===== src/rtl/asfs_pkg.sv =====
`timescale 1ns / 1ps
// ----------------------------------------------------------------------------
// asfs_pkg
// Beat types, operation codes and flag positions for the status flag and
// shifter unit.
// ----------------------------------------------------------------------------
package asfs_pkg;

    // Operation codes carried in the kind field
    localparam logic [3:0] KIND_COND  = 4'd0;
    localparam logic [3:0] KIND_LSL   = 4'd1;
    localparam logic [3:0] KIND_LSR   = 4'd2;
    localparam logic [3:0] KIND_ASR   = 4'd3;
    localparam logic [3:0] KIND_ROR   = 4'd4;
    localparam logic [3:0] KIND_NZ    = 4'd5;
    localparam logic [3:0] KIND_NZC   = 4'd6;
    localparam logic [3:0] KIND_ADD   = 4'd7;
    localparam logic [3:0] KIND_ADC   = 4'd8;
    localparam logic [3:0] KIND_SUB   = 4'd9;
    localparam logic [3:0] KIND_SBC   = 4'd10;
    localparam logic [3:0] KIND_WRITE = 4'd11;
    localparam logic [3:0] KIND_READ  = 4'd12;

    // ARM condition field
    localparam logic [3:0] COND_EQ = 4'h0;
    localparam logic [3:0] COND_NE = 4'h1;
    localparam logic [3:0] COND_CS = 4'h2;
    localparam logic [3:0] COND_CC = 4'h3;
    localparam logic [3:0] COND_MI = 4'h4;
    localparam logic [3:0] COND_PL = 4'h5;
    localparam logic [3:0] COND_VS = 4'h6;
    localparam logic [3:0] COND_VC = 4'h7;
    localparam logic [3:0] COND_HI = 4'h8;
    localparam logic [3:0] COND_LS = 4'h9;
    localparam logic [3:0] COND_GE = 4'hA;
    localparam logic [3:0] COND_LT = 4'hB;
    localparam logic [3:0] COND_GT = 4'hC;
    localparam logic [3:0] COND_LE = 4'hD;
    localparam logic [3:0] COND_AL = 4'hE;

    // Flag bit positions in the status word
    localparam int FLAG_N_BIT = 31;
    localparam int FLAG_Z_BIT = 30;
    localparam int FLAG_C_BIT = 29;
    localparam int FLAG_V_BIT = 28;

    typedef struct packed {
        logic [3:0]  kind;
        logic [31:0] operand_a;
        logic [31:0] operand_b;
        logic [31:0] result_value;
        logic [7:0]  shift_amount;
        logic        carry_in;
        logic        update_carry;
        logic [3:0]  cond_code;
        logic [3:0]  field_mask;
    } in_beat_t;

    typedef struct packed {
        logic [31:0] data_out;
        logic        cond_pass;
        logic [31:0] status_out;
    } out_beat_t;

endpackage


===== src/rtl/arm_status_flag_and_shifter_unit.sv =====
`timescale 1ns / 1ps
// ----------------------------------------------------------------------------
// arm_status_flag_and_shifter_unit
// ARMv4T status word with condition test, barrel shifter and flag updates.
// ----------------------------------------------------------------------------
// Usage:
//   in_valid/in_ready carry one operation beat (in_data); out_valid/out_ready
//   carry one result beat (out_data) for every operation beat.
//   A beat lands in the input register, is evaluated in one pass of
//   combinational logic against the held status word, and moves into the
//   output register; the status word updates on that same edge.
//   out_valid rises once the beat moves into the output register. Throughput
//   is one beat per cycle while the receiver does not stall; the next operation
//   always sees the status left by the previous one.
//   When the receiver stalls, the output register holds its beat and the
//   input register keeps one more; in_ready then drops until out_ready
//   returns.
//   Reset clears both valid flags and the status word to zero.
// ----------------------------------------------------------------------------
module arm_status_flag_and_shifter_unit (
    input  logic                clk,
    input  logic                rst_n,
    input  logic                in_valid,
    output logic                in_ready,
    input  asfs_pkg::in_beat_t  in_data,
    output logic                out_valid,
    input  logic                out_ready,
    output asfs_pkg::out_beat_t out_data
);
    import asfs_pkg::*;

    logic        in_valid_reg;
    in_beat_t    in_beat_reg;
    logic        out_valid_reg;
    out_beat_t   out_beat_reg;
    logic [31:0] status_reg;
    logic [31:0] status_next;

    logic        advance;
    logic        flag_n;
    logic        flag_z;
    logic        flag_c;
    logic        flag_v;
    logic        pass;
    logic [31:0] data;

    logic [4:0]  amt_lo;
    logic        amt_big;
    logic        amt_32;
    logic [32:0] lsl_wide;
    logic [32:0] lsr_wide;
    logic [32:0] asr_wide;
    logic [63:0] ror_wide;
    logic [31:0] shift_val;
    logic        shift_cy;

    logic [31:0] b_eff;
    logic        c_eff;
    logic [32:0] sum;
    logic        ovf;
    logic [31:0] byte_mask;
    logic [31:0] nz_status;

    // Handshake: input stage moves forward when output register is free
    assign advance   = in_valid_reg && (!out_valid_reg || out_ready);
    assign in_ready  = !in_valid_reg || advance;
    assign out_valid = out_valid_reg;
    assign out_data  = out_beat_reg;

    assign flag_n = status_reg[FLAG_N_BIT];
    assign flag_z = status_reg[FLAG_Z_BIT];
    assign flag_c = status_reg[FLAG_C_BIT];
    assign flag_v = status_reg[FLAG_V_BIT];

    // Condition evaluation against flags before this beat
    always_comb
    begin
        case (in_beat_reg.cond_code)
            COND_EQ: pass = flag_z;
            COND_NE: pass = !flag_z;
            COND_CS: pass = flag_c;
            COND_CC: pass = !flag_c;
            COND_MI: pass = flag_n;
            COND_PL: pass = !flag_n;
            COND_VS: pass = flag_v;
            COND_VC: pass = !flag_v;
            COND_HI: pass = flag_c && !flag_z;
            COND_LS: pass = !flag_c || flag_z;
            COND_GE: pass = (flag_n == flag_v);
            COND_LT: pass = (flag_n != flag_v);
            COND_GT: pass = !flag_z && (flag_n == flag_v);
            COND_LE: pass = flag_z || (flag_n != flag_v);
            COND_AL: pass = 1'b1;
            default: pass = 1'b0;
        endcase
    end

    // Barrel shifter; the extra bit of the LSL, LSR and ASR vectors captures carry-out
    assign amt_lo  = in_beat_reg.shift_amount[4:0];
    assign amt_big = |in_beat_reg.shift_amount[7:5];
    assign amt_32  = (in_beat_reg.shift_amount == 8'd32);

    assign lsl_wide = {1'b0, in_beat_reg.operand_a} << amt_lo;
    assign lsr_wide = {in_beat_reg.operand_a, 1'b0} >> amt_lo;
    assign asr_wide = 33'($signed({in_beat_reg.operand_a, 1'b0}) >>> amt_lo);
    assign ror_wide = {in_beat_reg.operand_a, in_beat_reg.operand_a} >> amt_lo;

    always_comb
    begin
        shift_val = in_beat_reg.operand_a;
        shift_cy  = 1'b0;
        case (in_beat_reg.kind)
            KIND_LSL:
            begin
                if (amt_big)
                begin
                    shift_val = 32'd0;
                    shift_cy  = amt_32 && in_beat_reg.operand_a[0];
                end
                else
                begin
                    shift_val = lsl_wide[31:0];
                    shift_cy  = lsl_wide[32];
                end
            end
            KIND_LSR:
            begin
                if (amt_big)
                begin
                    shift_val = 32'd0;
                    shift_cy  = amt_32 && in_beat_reg.operand_a[31];
                end
                else
                begin
                    shift_val = lsr_wide[32:1];
                    shift_cy  = lsr_wide[0];
                end
            end
            KIND_ASR:
            begin
                if (amt_big)
                begin
                    shift_val = {32{in_beat_reg.operand_a[31]}};
                    shift_cy  = in_beat_reg.operand_a[31];
                end
                else
                begin
                    shift_val = asr_wide[32:1];
                    shift_cy  = asr_wide[0];
                end
            end
            KIND_ROR:
            begin
                shift_val = ror_wide[31:0];
                shift_cy  = ror_wide[31];
            end
            default:
            begin
                shift_val = in_beat_reg.operand_a;
                shift_cy  = 1'b0;
            end
        endcase
    end

    // Adder carry and overflow; subtract forms invert operand_b
    assign b_eff = (in_beat_reg.kind == KIND_SUB || in_beat_reg.kind == KIND_SBC)
                   ? ~in_beat_reg.operand_b : in_beat_reg.operand_b;
    assign c_eff = (in_beat_reg.kind == KIND_ADC || in_beat_reg.kind == KIND_SBC)
                   ? in_beat_reg.carry_in : (in_beat_reg.kind == KIND_SUB);
    assign sum   = {1'b0, in_beat_reg.operand_a} + {1'b0, b_eff} + {32'd0, c_eff};

    always_comb
    begin
        if (in_beat_reg.kind == KIND_SUB || in_beat_reg.kind == KIND_SBC)
            ovf = (in_beat_reg.operand_a[31] ^ in_beat_reg.operand_b[31])
                  & (in_beat_reg.operand_a[31] ^ in_beat_reg.result_value[31]);
        else
            ovf = ~(in_beat_reg.operand_a[31] ^ in_beat_reg.operand_b[31])
                  & (in_beat_reg.operand_a[31] ^ in_beat_reg.result_value[31]);
    end

    // N and Z from the given result
    always_comb
    begin
        nz_status             = status_reg;
        nz_status[FLAG_N_BIT] = in_beat_reg.result_value[31];
        nz_status[FLAG_Z_BIT] = (in_beat_reg.result_value == 32'd0);
    end

    assign byte_mask = {{8{in_beat_reg.field_mask[3]}}, {8{in_beat_reg.field_mask[2]}},
                        {8{in_beat_reg.field_mask[1]}}, {8{in_beat_reg.field_mask[0]}}};

    // Next status word and data result
    always_comb
    begin
        status_next = status_reg;
        data        = 32'd0;
        case (in_beat_reg.kind)
            KIND_LSL, KIND_LSR, KIND_ASR, KIND_ROR:
            begin
                if (in_beat_reg.shift_amount == 8'd0)
                    data = in_beat_reg.operand_a;
                else
                begin
                    data = shift_val;
                    if (in_beat_reg.update_carry)
                        status_next[FLAG_C_BIT] = shift_cy;
                end
            end
            KIND_NZ:
                status_next = nz_status;
            KIND_NZC:
            begin
                status_next             = nz_status;
                status_next[FLAG_C_BIT] = in_beat_reg.carry_in;
            end
            KIND_ADD, KIND_ADC, KIND_SUB, KIND_SBC:
            begin
                status_next             = nz_status;
                status_next[FLAG_C_BIT] = sum[32];
                status_next[FLAG_V_BIT] = ovf;
            end
            KIND_WRITE:
                status_next = (status_reg & ~byte_mask) | (in_beat_reg.operand_a & byte_mask);
            KIND_READ:
                data = status_reg;
            default:
            begin
                status_next = status_reg;
                data        = 32'd0;
            end
        endcase
    end

    // Control registers
    always_ff @(posedge clk or negedge rst_n)
    begin
        if (!rst_n)
        begin
            in_valid_reg  <= 1'b0;
            out_valid_reg <= 1'b0;
            status_reg    <= 32'd0;
        end
        else
        begin
            if (in_ready)
                in_valid_reg <= in_valid;
            if (advance)
            begin
                out_valid_reg <= 1'b1;
                status_reg    <= status_next;
            end
            else if (out_ready)
                out_valid_reg <= 1'b0;
        end
    end

    // Payload registers
    always_ff @(posedge clk)
    begin
        if (in_ready && in_valid)
            in_beat_reg <= in_data;
        if (advance)
        begin
            out_beat_reg.data_out   <= data;
            out_beat_reg.cond_pass  <= pass;
            out_beat_reg.status_out <= status_next;
        end
    end

endmodule

===== config.mk =====
export PLATFORM = sky130hd
export DESIGN_NAME = arm_status_flag_and_shifter_unit
export DESIGN_NICKNAME = d
export VERILOG_FILES = /design/src/rtl/asfs_pkg.sv /design/src/rtl/arm_status_flag_and_shifter_unit.sv
export SDC_FILE = /design/constraint.sdc
export NUM_CORES = 1
export LEC_CHECK = 0
export BUFFER_PORTS_ARGS = -buffer_cell sky130_fd_sc_hd__buf_2
export CORE_MARGIN = 4
export CORE_UTILIZATION = 55
export CTS_CLUSTER_SIZE = 12
export DETAILED_ROUTE_END_ITERATION = 10
export MAX_ROUTING_LAYER = met4
export PLACE_DENSITY = 0.88
export RECOVER_POWER = 100
export SYNTH_ARGS = -nofsm -noshare
export SYNTH_HDL_FRONTEND = slang
export SYNTH_SLANG_ARGS = --single-unit

===== constraint.sdc =====
create_clock -name clk -period 6.5 [get_ports clk]
set_clock_uncertainty 0.05 [all_clocks]
set_input_delay 1.3 -clock clk [delete_from_list [all_inputs] [get_ports clk]]
set_output_delay 1.3 -clock clk [all_outputs]
set_load 0.02 [all_outputs]

==> results.cfg, run 1 <==
[finish]
instances_no_fill = 1780
fill_cells = 2172
final_cell_mix = edfxtp_1 (183), buf_2 (118), nand2_1 (104)
largest_reg_flops = 109
drive_above_1_share = 0.242
utilization = 0.621
finalNetCount = 1573
final_common_cell = edfxtp_1
syn2layout_area_growth_pct = 10.7

[timing]
max_freq_mhz = 210
hold_viol_final = 0
post-route-period-util = 0.732
relSlewSlack = -0.505
worst_pin_slew_ns = 2.26
slew_violations = 143
finalWorstSetupSlack_ns = 1.74
setup_viol = 0
finalSetupTns_ns = 0
fin_crit_ns = 4.76
rsz0062_at_grt = false

[floorplan]
die_x_microns = 174
core-area_sq_um = 27000
die_y_microns = 174
initial_core_util = 0.561
num_rows = 60
fp.dieArea_sq_um = 30300
boundaryPins = 189

[setup_path]
cp_data_arrival_time_ns = 4.96
end_kind = flop
rrSetupSlack_ns = 1.74
path_class = flop to flop
path_buf_inv = 1
crit_fanout = 21
max_stage_delay_ns = 1.18
start_kind = flop
path_cells = clkbuf_1, mux4_2, mux2_1, mux2i_4, o221ai_2, a2111oi_0, o21ai_1
cpLargestDelayFamily = multiplexers
crit_path_top_delay_cell = clkbuf_1
required_ns = 6.70

[route]
post_drt_wl_per_cell_microns = 30.5
ant_nets = 0
vias_per_cell = 7.20
drt_pass1_iterations = 8
wl_microns = 54200
via_count = 12800
drc = 0
drtIter0Drc = 1884

[global_routing]
grt_usage = 0.354
grt_max_degree = 75
grt.busiest_layer = met2
antenna_found_initial = 2
grt_pass1_wl_microns = 79000
grt_use_met2 = 0.524
grt_pass1_vias = 12400
grt_overflow = 0
grt_util_met1 = 0.441
grtUsageMet3 = 0.105

[power]
power_w = 0.00435
p_sw_frac = 0.310
seqPwrFrac = 0.446
p_comb_frac = 0.243
internal_power_w = 0.00300
power_density_nw_per_um2 = 259
p_leak_nw = 6.21
peakVddDrop_uv = 213
switching_power_w = 0.00135
pwr-share-clk = 0.311

[flow_run]
maxCapViolations = 4

[synth]
synth_seq_area_share = 0.419
synth_adder_area_share = 0.0264
synth_cell_types = 98
syn_nets = 1456
synth-simple-area-share = 0.103
async_reset_ff_frac = 0.157
ys_seq_elements = 217
synth_compound_area_frac = 0.144
syn_area_per_cell_sq_um = 11.6
synth-xor-area-share = 0.0197
syn_area_sq_um = 15200
yosysWarnings = 0
synth-edff-count = 183
ys_dominant_reg_cell = edfxtp_1
synth_top_family_by_area = multiplexers
synth.area.mux_share = 0.236
syn_inst = 1302

[clock_tree]
clock_path_buffers = 3
cts_root_buffer = clkbuf_16
clk_pin_slew_ns = 0.06
postCtsSetupBuffers = 0
cts_made_buffers = 24
cts_tree = yes
h-tree-depth = 1
clock_latency_ns = 0.53
cts.sinks = 217
cts_resized = 0
cts_hold_buffers = 0

[placement]
place_inst = 1734
pre_cts_ws_ns = 2.52
io_buffers = 188
dp_hpwl_microns = 38000
place_congestion = 1.14

[run_status]
violations = capacitance limit, slew limit
outcome = finished, violations left

[hold_path]
min_path_type = flop to flop
-- cells in the mapped netlist (all sizes together) (5+ instances only) --
cell       n  area, sq um
edfxtp   183         5500
nand2    105          397
mux2      93         1050
clkbuf    81          384
mux4      79         1790
o21ai     77          385
nor2      74          278
mux2i     71          731
a21oi     54          270
buf       46          310
dfrtp     34          851
xnor2     33          289
ha        32          400
nand3     21          110
nor3      21          110
a211oi    20          155
inv       16         60.1
o22ai     15         93.8
nand4     13         81.3
nor4      13         87.6
o211ai    13         97.6
a31oi     12         75.1
and2      12         77.6
nor2b     12         75.1
o221ai    12          111
o21a      10         75.1
a21o       8         61.3
a221o      8         80.1
nand2b     8         50.1
or3        8         50.1
a22oi      7         52.6
o31ai      7         52.6
a2111oi    6         58.8
a221oi     6         52.6
a2bb2oi    5         43.8
and3       5         31.3
nor4b      5         71.3
or2        5         33.8
-- final timing paths --
path                       cells after the start    startpoint        endpoint
setup / recovery                               7     amt_lo[0]    out_data[45]
min in group asynchronous                      1         rst_n  status_reg[26]
setup reg to reg                               7     amt_lo[0]    out_data[45]
hold reg to reg                                1  in_valid_reg       out_valid
max in group asynchronous                      1         rst_n       out_valid
hold / removal                                 1  in_valid_reg       out_valid
-- cell type report --
cell class                      instances  area [sq um]  share of cell area
Multi-Input combinational cell        940          8060               0.481
Sequential cell                       217          6350               0.378
Timing Repair Buffer                  219          1080              0.0647
Clock buffer                           34           648              0.0386
Tap cell                              341           427              0.0254
Clock inverter                         10           138             0.00820
Inverter                               17          65.1             0.00388
Antenna cell                            2          5.00            0.000298
-- power groups by stage --
stage / registers (W) / logic [W] / clock network (W)
floorplan: 0.00193 / 0.000719 / 0
global placement: 0.00194 / 0.00103 / 0
detailed placement: 0.00195 / 0.00105 / 0
CTS: 0.00192 / 0.00106 / 0.00137
global route: 0.00195 / 0.00112 / 0.00144
finish: 0.00194 / 0.00106 / 0.00135
-- cells by family after synthesis --
| group | after synthesis |
|---|---|
| adder cells (fa/ha/maj) | 32 |
| multiplexers | 243 |
| flip-flops | 217 |
| AO/OA/AOI/OAI | 316 |
| XOR/XNOR | 34 |
| AND/OR/NAND/NOR | 315 |
| buffers and inverters | 145 |
-- routing by layer --
metal	vias up	wire length, microns
met2	1060	23600
met4	0	3860
met1	6125	19600
li1	5363	-
met5	-	0
met3	264	7240
-- per-stage QoR --
stage	area [sq um]	hold slack, ns
2_1_floorplan	15200	0.407
3_3_place_gp	16100	0.414
3_5_place_dp	16100	0.451
4_1_cts	16900	0.471
5_1_grt	16800	0.508
6_report	16800	0.471
(Power assumes the default switching activity.)
==> run 2, diff against run 1 <==
- clock period: 6.5 -> 4.79 ns (I/O delays scaled with it)
==> run 2 against run 1 <==
- the flow still finishes with violations (capacitance limit, slew limit)
- sequential share of layout area down 0.42 points
- hold slack worse by 0.028 ns
- routed wire length up 10%
- non-clock buffer count up 29
- flip-flop and latch count unchanged
- global-route usage up 4.7 points
- largest power group unchanged
==> results.cfg, run 2 (same netlist as run 1, synthesis figures left out) <==
[run_status]
outcome = finished, violations left
violations = capacitance limit, slew limit

[timing]
hold_viol_final = 0
fin_hold_ws_ns = 0.443
fin_crit_ns = 4.11
finalSetupTns_ns = 0
post-route-period-util = 0.858
rsz0062_at_grt = false
relSlewSlack = -0.958
slew_violations = 182
setup_viol = 0
max_freq_mhz = 243
worst_pin_slew_ns = 2.94

[floorplan]
die_x_microns = 174
core-area_sq_um = 27000
initial_core_util = 0.561
die_y_microns = 174
num_rows = 60
fp.dieArea_sq_um = 30300
boundaryPins = 189

[setup_path]
path_class = flop to flop
end_kind = flop
r2r_end = out_data[43]
cp_data_arrival_time_ns = 4.36
rrSetupSlack_ns = 0.68
start_kind = flop
required_ns = 5.03
cpLargestDelayFamily = simple AND/OR/NAND/NOR gates
path_buf_inv = 1
reg2reg_from = in_beat_reg[115]
r2r.worst_path.cells = 6
crit_path_top_delay_cell = nor3b_1
max_stage_delay_ns = 0.80
crit_fanout = 18
path_cells = nor3b_1, and2_0, clkbuf_1, nor2_1, or3_1, a32oi_1

[finish]
largest_reg_flops = 109
final_cell_mix = edfxtp_1 (183), buf_2 (115), nand2_1 (104)
utilization = 0.628
syn2layout_area_growth_pct = 11.9
design_area_sq_um = 17000
drive_above_1_share = 0.258
finalNetCount = 1601
final_common_cell = edfxtp_1

[placement]
post_dp_cell_area_sq_um = 16400
dp_hpwl_microns = 41900
io_buffers = 188
place_congestion = 1.09

[flow_run]
maxCapViolations = 3

[route]
drtIter0Drc = 1747
drc = 0
wl_microns = 59900
ant_nets = 0
vias_per_cell = 7.19
post_drt_wl_per_cell_microns = 33.2
via_count = 13000
drt_pass1_iterations = 6

[clock_tree]
postCtsSetupBuffers = 0
clock_latency_ns = 0.52
cts_tree = yes
cts_made_buffers = 23
clock_path_buffers = 3
clk_pin_slew_ns = 0.06
cts.sinks = 217
cts_resized = 0
h-tree-depth = 1
cts_root_buffer = clkbuf_16
cts_hold_buffers = 0

[power]
peakVddDrop_uv = 350
p_leak_nw = 6.31
power_density_nw_per_um2 = 341

[hold_path]
hold_end = out_valid
hold_path_depth = 1
min_path_type = flop to flop
hold_start = in_valid_reg

[global_routing]
grt_overflow = 0
grt_max_degree = 84
grt_usage = 0.401
grt_pass1_vias = 13000
antenna_found_initial = 4
grt_pass1_wl_microns = 88200
==> run 2: worst register-to-register path: cells and delay by family (launching register included) <==
family                 cells  cell delay, ns
and+or+nand+nor            4            2.01
buffers and inverters      1            0.73
AOI/OAI and AO/OA          1            0.34
DFF                        1            0.76
==> run 2: worst max path at each step <==
stage / from / end / slack (ns) / cells past startpoint
2_1_floorplan: out_ready / amt_lo[0] / 0.27 / 2
3_3_place_gp: in_beat_reg[115] / status_reg[29] / 1.19 / 10
3_5_place_dp: in_beat_reg[117] / status_reg[29] / 0.99 / 10
4_1_cts: in_beat_reg[117] / status_reg[29] / 0.97 / 10
5_1_grt: in_beat_reg[117] / status_reg[29] / 0.53 / 10
6_report: in_beat_reg[115] / out_data[43] / 0.68 / 6
==> run 2: routing by layer <==
metal / global-route usage / up-vias / wire length (microns)
li1: - / 5410 / -
met1: 0.523 / 6288 / 22500
met2: 0.594 / 1041 / 26400
met3: 0.0816 / 238 / 7010
met4: 0.213 / 0 / 4060
met5: - / - / 0
==> run 2: final cells by class <==
type | count | area, sq um
Fill cell | 2142 | 10100
Multi-Input combinational cell | 940 | 8060
Sequential cell | 217 | 6350
Timing Repair Buffer | 248 | 1360
Clock buffer | 37 | 648
Tap cell | 341 | 427
Inverter | 17 | 65.1
Clock inverter | 4 | 45.0
Antenna cell | 2 | 5.00
==> run 2: stage by stage <==
step                      setup WS (ns)  cells  power (W)
final                             0.679   1806    0.00579
after global placement             1.19   1763    0.00407
after floorplan                   0.273   1302    0.00360
after global routing              0.532   1806    0.00602
after CTS                         0.974   1804    0.00579
after detailed placement          0.988   1763    0.00412
==> run 2: report_power, final <==
part	switching, W	internal, W
Clock	0.000701	0.000974
Sequential	0.000270	0.00237
Combinational	0.000848	0.000630
Total	0.00182	0.00397
==> run 3, diff against run 2 <==
- CORE_MARGIN: 4 -> unset
- MAX_ROUTING_LAYER: met4 -> unset
==> run 3 against run 2 <==
- the flow still finishes with violations (capacitance limit, slew limit)
- utilization shrank 0.11 points
- cell count is essentially flat
- routed wire length shrank 2.9%
- setup slack gained 0.025 ns
- hold slack gained 0.0089 ns
- largest cell class unchanged
==> results.cfg, run 3 (same netlist as run 1, synthesis figures left out) <==
[run_status]
outcome = finished, violations left
violations = capacitance limit, slew limit

[finish]
syn2layout_area_growth_pct = 11.8
largest_reg_flops = 109
drive_above_1_share = 0.259
finalNetCount = 1604
final_cell_mix = edfxtp_1 (183), buf_2 (119), nand2_1 (104)
final_common_cell = edfxtp_1
diodes = 0

[clock_tree]
cts_hold_buffers = 0
cts_made_buffers = 23
clk_pin_slew_ns = 0.06
cts_tree = yes
postCtsSetupBuffers = 0
clock_path_buffers = 3
cts.sinks = 217
cts_resized = 0
clock_latency_ns = 0.52
h-tree-depth = 1
cts_root_buffer = clkbuf_16

[global_routing]
grt_overflow = 0
grt_pass1_vias = 12700
grt_pass1_wl_microns = 84300
grt_usage = 0.413
antenna_found_initial = 2
grt_max_degree = 80

[timing]
hold_viol_final = 0
max_freq_mhz = 245
setup_viol = 0
post-route-period-util = 0.853
finalWorstSetupSlack_ns = 0.704
fin_crit_ns = 4.09
worst_pin_slew_ns = 3.53
finalSetupTns_ns = 0
rsz0062_at_grt = false
slew_violations = 167
relSlewSlack = -1.35

[floorplan]
initial_core_util = 0.561
die_y_microns = 168
num_rows = 60
fp.dieArea_sq_um = 28200
core-area_sq_um = 27000
boundaryPins = 189
die_x_microns = 168

[placement]
dp_hpwl_microns = 42200
pre_cts_ws_ns = 1.12
io_buffers = 188
place_congestion = 1.01

[setup_path]
required_ns = 5.11
crit_fanout = 18
path_class = flop to flop
start_kind = flop
cp_data_arrival_time_ns = 4.41
end_kind = flop

[route]
via_count = 12900
drt_pass1_iterations = 8
drc = 0
drtIter0Drc = 1558
post_drt_wl_per_cell_microns = 32.2
wl_microns = 58100
vias_per_cell = 7.16
ant_nets = 0

[power]
peakVddDrop_uv = 284
power_density_nw_per_um2 = 344
p_leak_nw = 6.31

[flow_run]
maxCapViolations = 3

[hold_path]
min_path_type = flop to flop
[run 3: where the power goes]
| part | total, W | internal (W) | switching, W |
|---|---|---|---|
| combinational | 0.00149 | 0.000627 | 0.000863 |
| sequential | 0.00264 | 0.00237 | 0.000267 |
| clock | 0.00170 | 0.000990 | 0.000706 |
| total | 0.00582 | 0.00399 | 0.00184 |
[run 3: cell type report]
cell class	instances	area [sq um]
Fill cell	2085	10100
Multi-Input combinational cell	940	8050
Sequential cell	217	6350
Timing Repair Buffer	251	1340
Clock buffer	38	662
Tap cell	341	427
Inverter	17	65.1
Clock inverter	3	45.0
[run 3: critical path, cell delays in order, from the launching register on]
cell and delay, ns:
edfxtp_1 0.78, nor2b_1 0.21, o21ai_4 0.63, clkbuf_1 0.47
xnor2_1 0.18, ha_1 0.27, a21oi_1 0.16, o21a_1 0.15
a2bb2oi_1 0.23, o211ai_1 0.18, a2111oi_0 0.47, a31oi_1 0.15
[run 3: metrics by stage]
stage          std cells  hold slack, ns  cell area [sq um]  power (W)   util
3_3_place_gp        1766           0.414              16400    0.00408  0.606
6_report            1807           0.452              16900    0.00582  0.627
4_1_cts             1807           0.452              17100    0.00581  0.632
5_1_grt             1807           0.482              16900    0.00600  0.627
2_1_floorplan       1302           0.407              15200    0.00360      -
3_5_place_dp        1766           0.447              16400    0.00413  0.606
[run 3: path summary, 6_finish.rpt]
path | cells past startpoint | startpoint | slack (ns) | end
setup / recovery | 11 | in_beat_reg[115] | 0.70 | status_reg[29]
hold / removal | 1 | in_valid_reg | 0.45 | out_valid
setup reg to reg | 11 | in_beat_reg[115] | 0.70 | status_reg[29]
hold reg to reg | 1 | in_valid_reg | 0.45 | out_valid
max in group asynchronous | 1 | rst_n | 2.35 | status_reg[31]
min in group asynchronous | 1 | rst_n | 1.04 | status_reg[27]
[run 3: layer usage]
metal,up-vias,part of all wire,global-route usage
met5,-,0,0
li1,5428,-,-
met1,6283,0.38,0.529
met2,1005,0.44,0.642
met3,214,0.11,0.110
met4,0,0.061,0.224
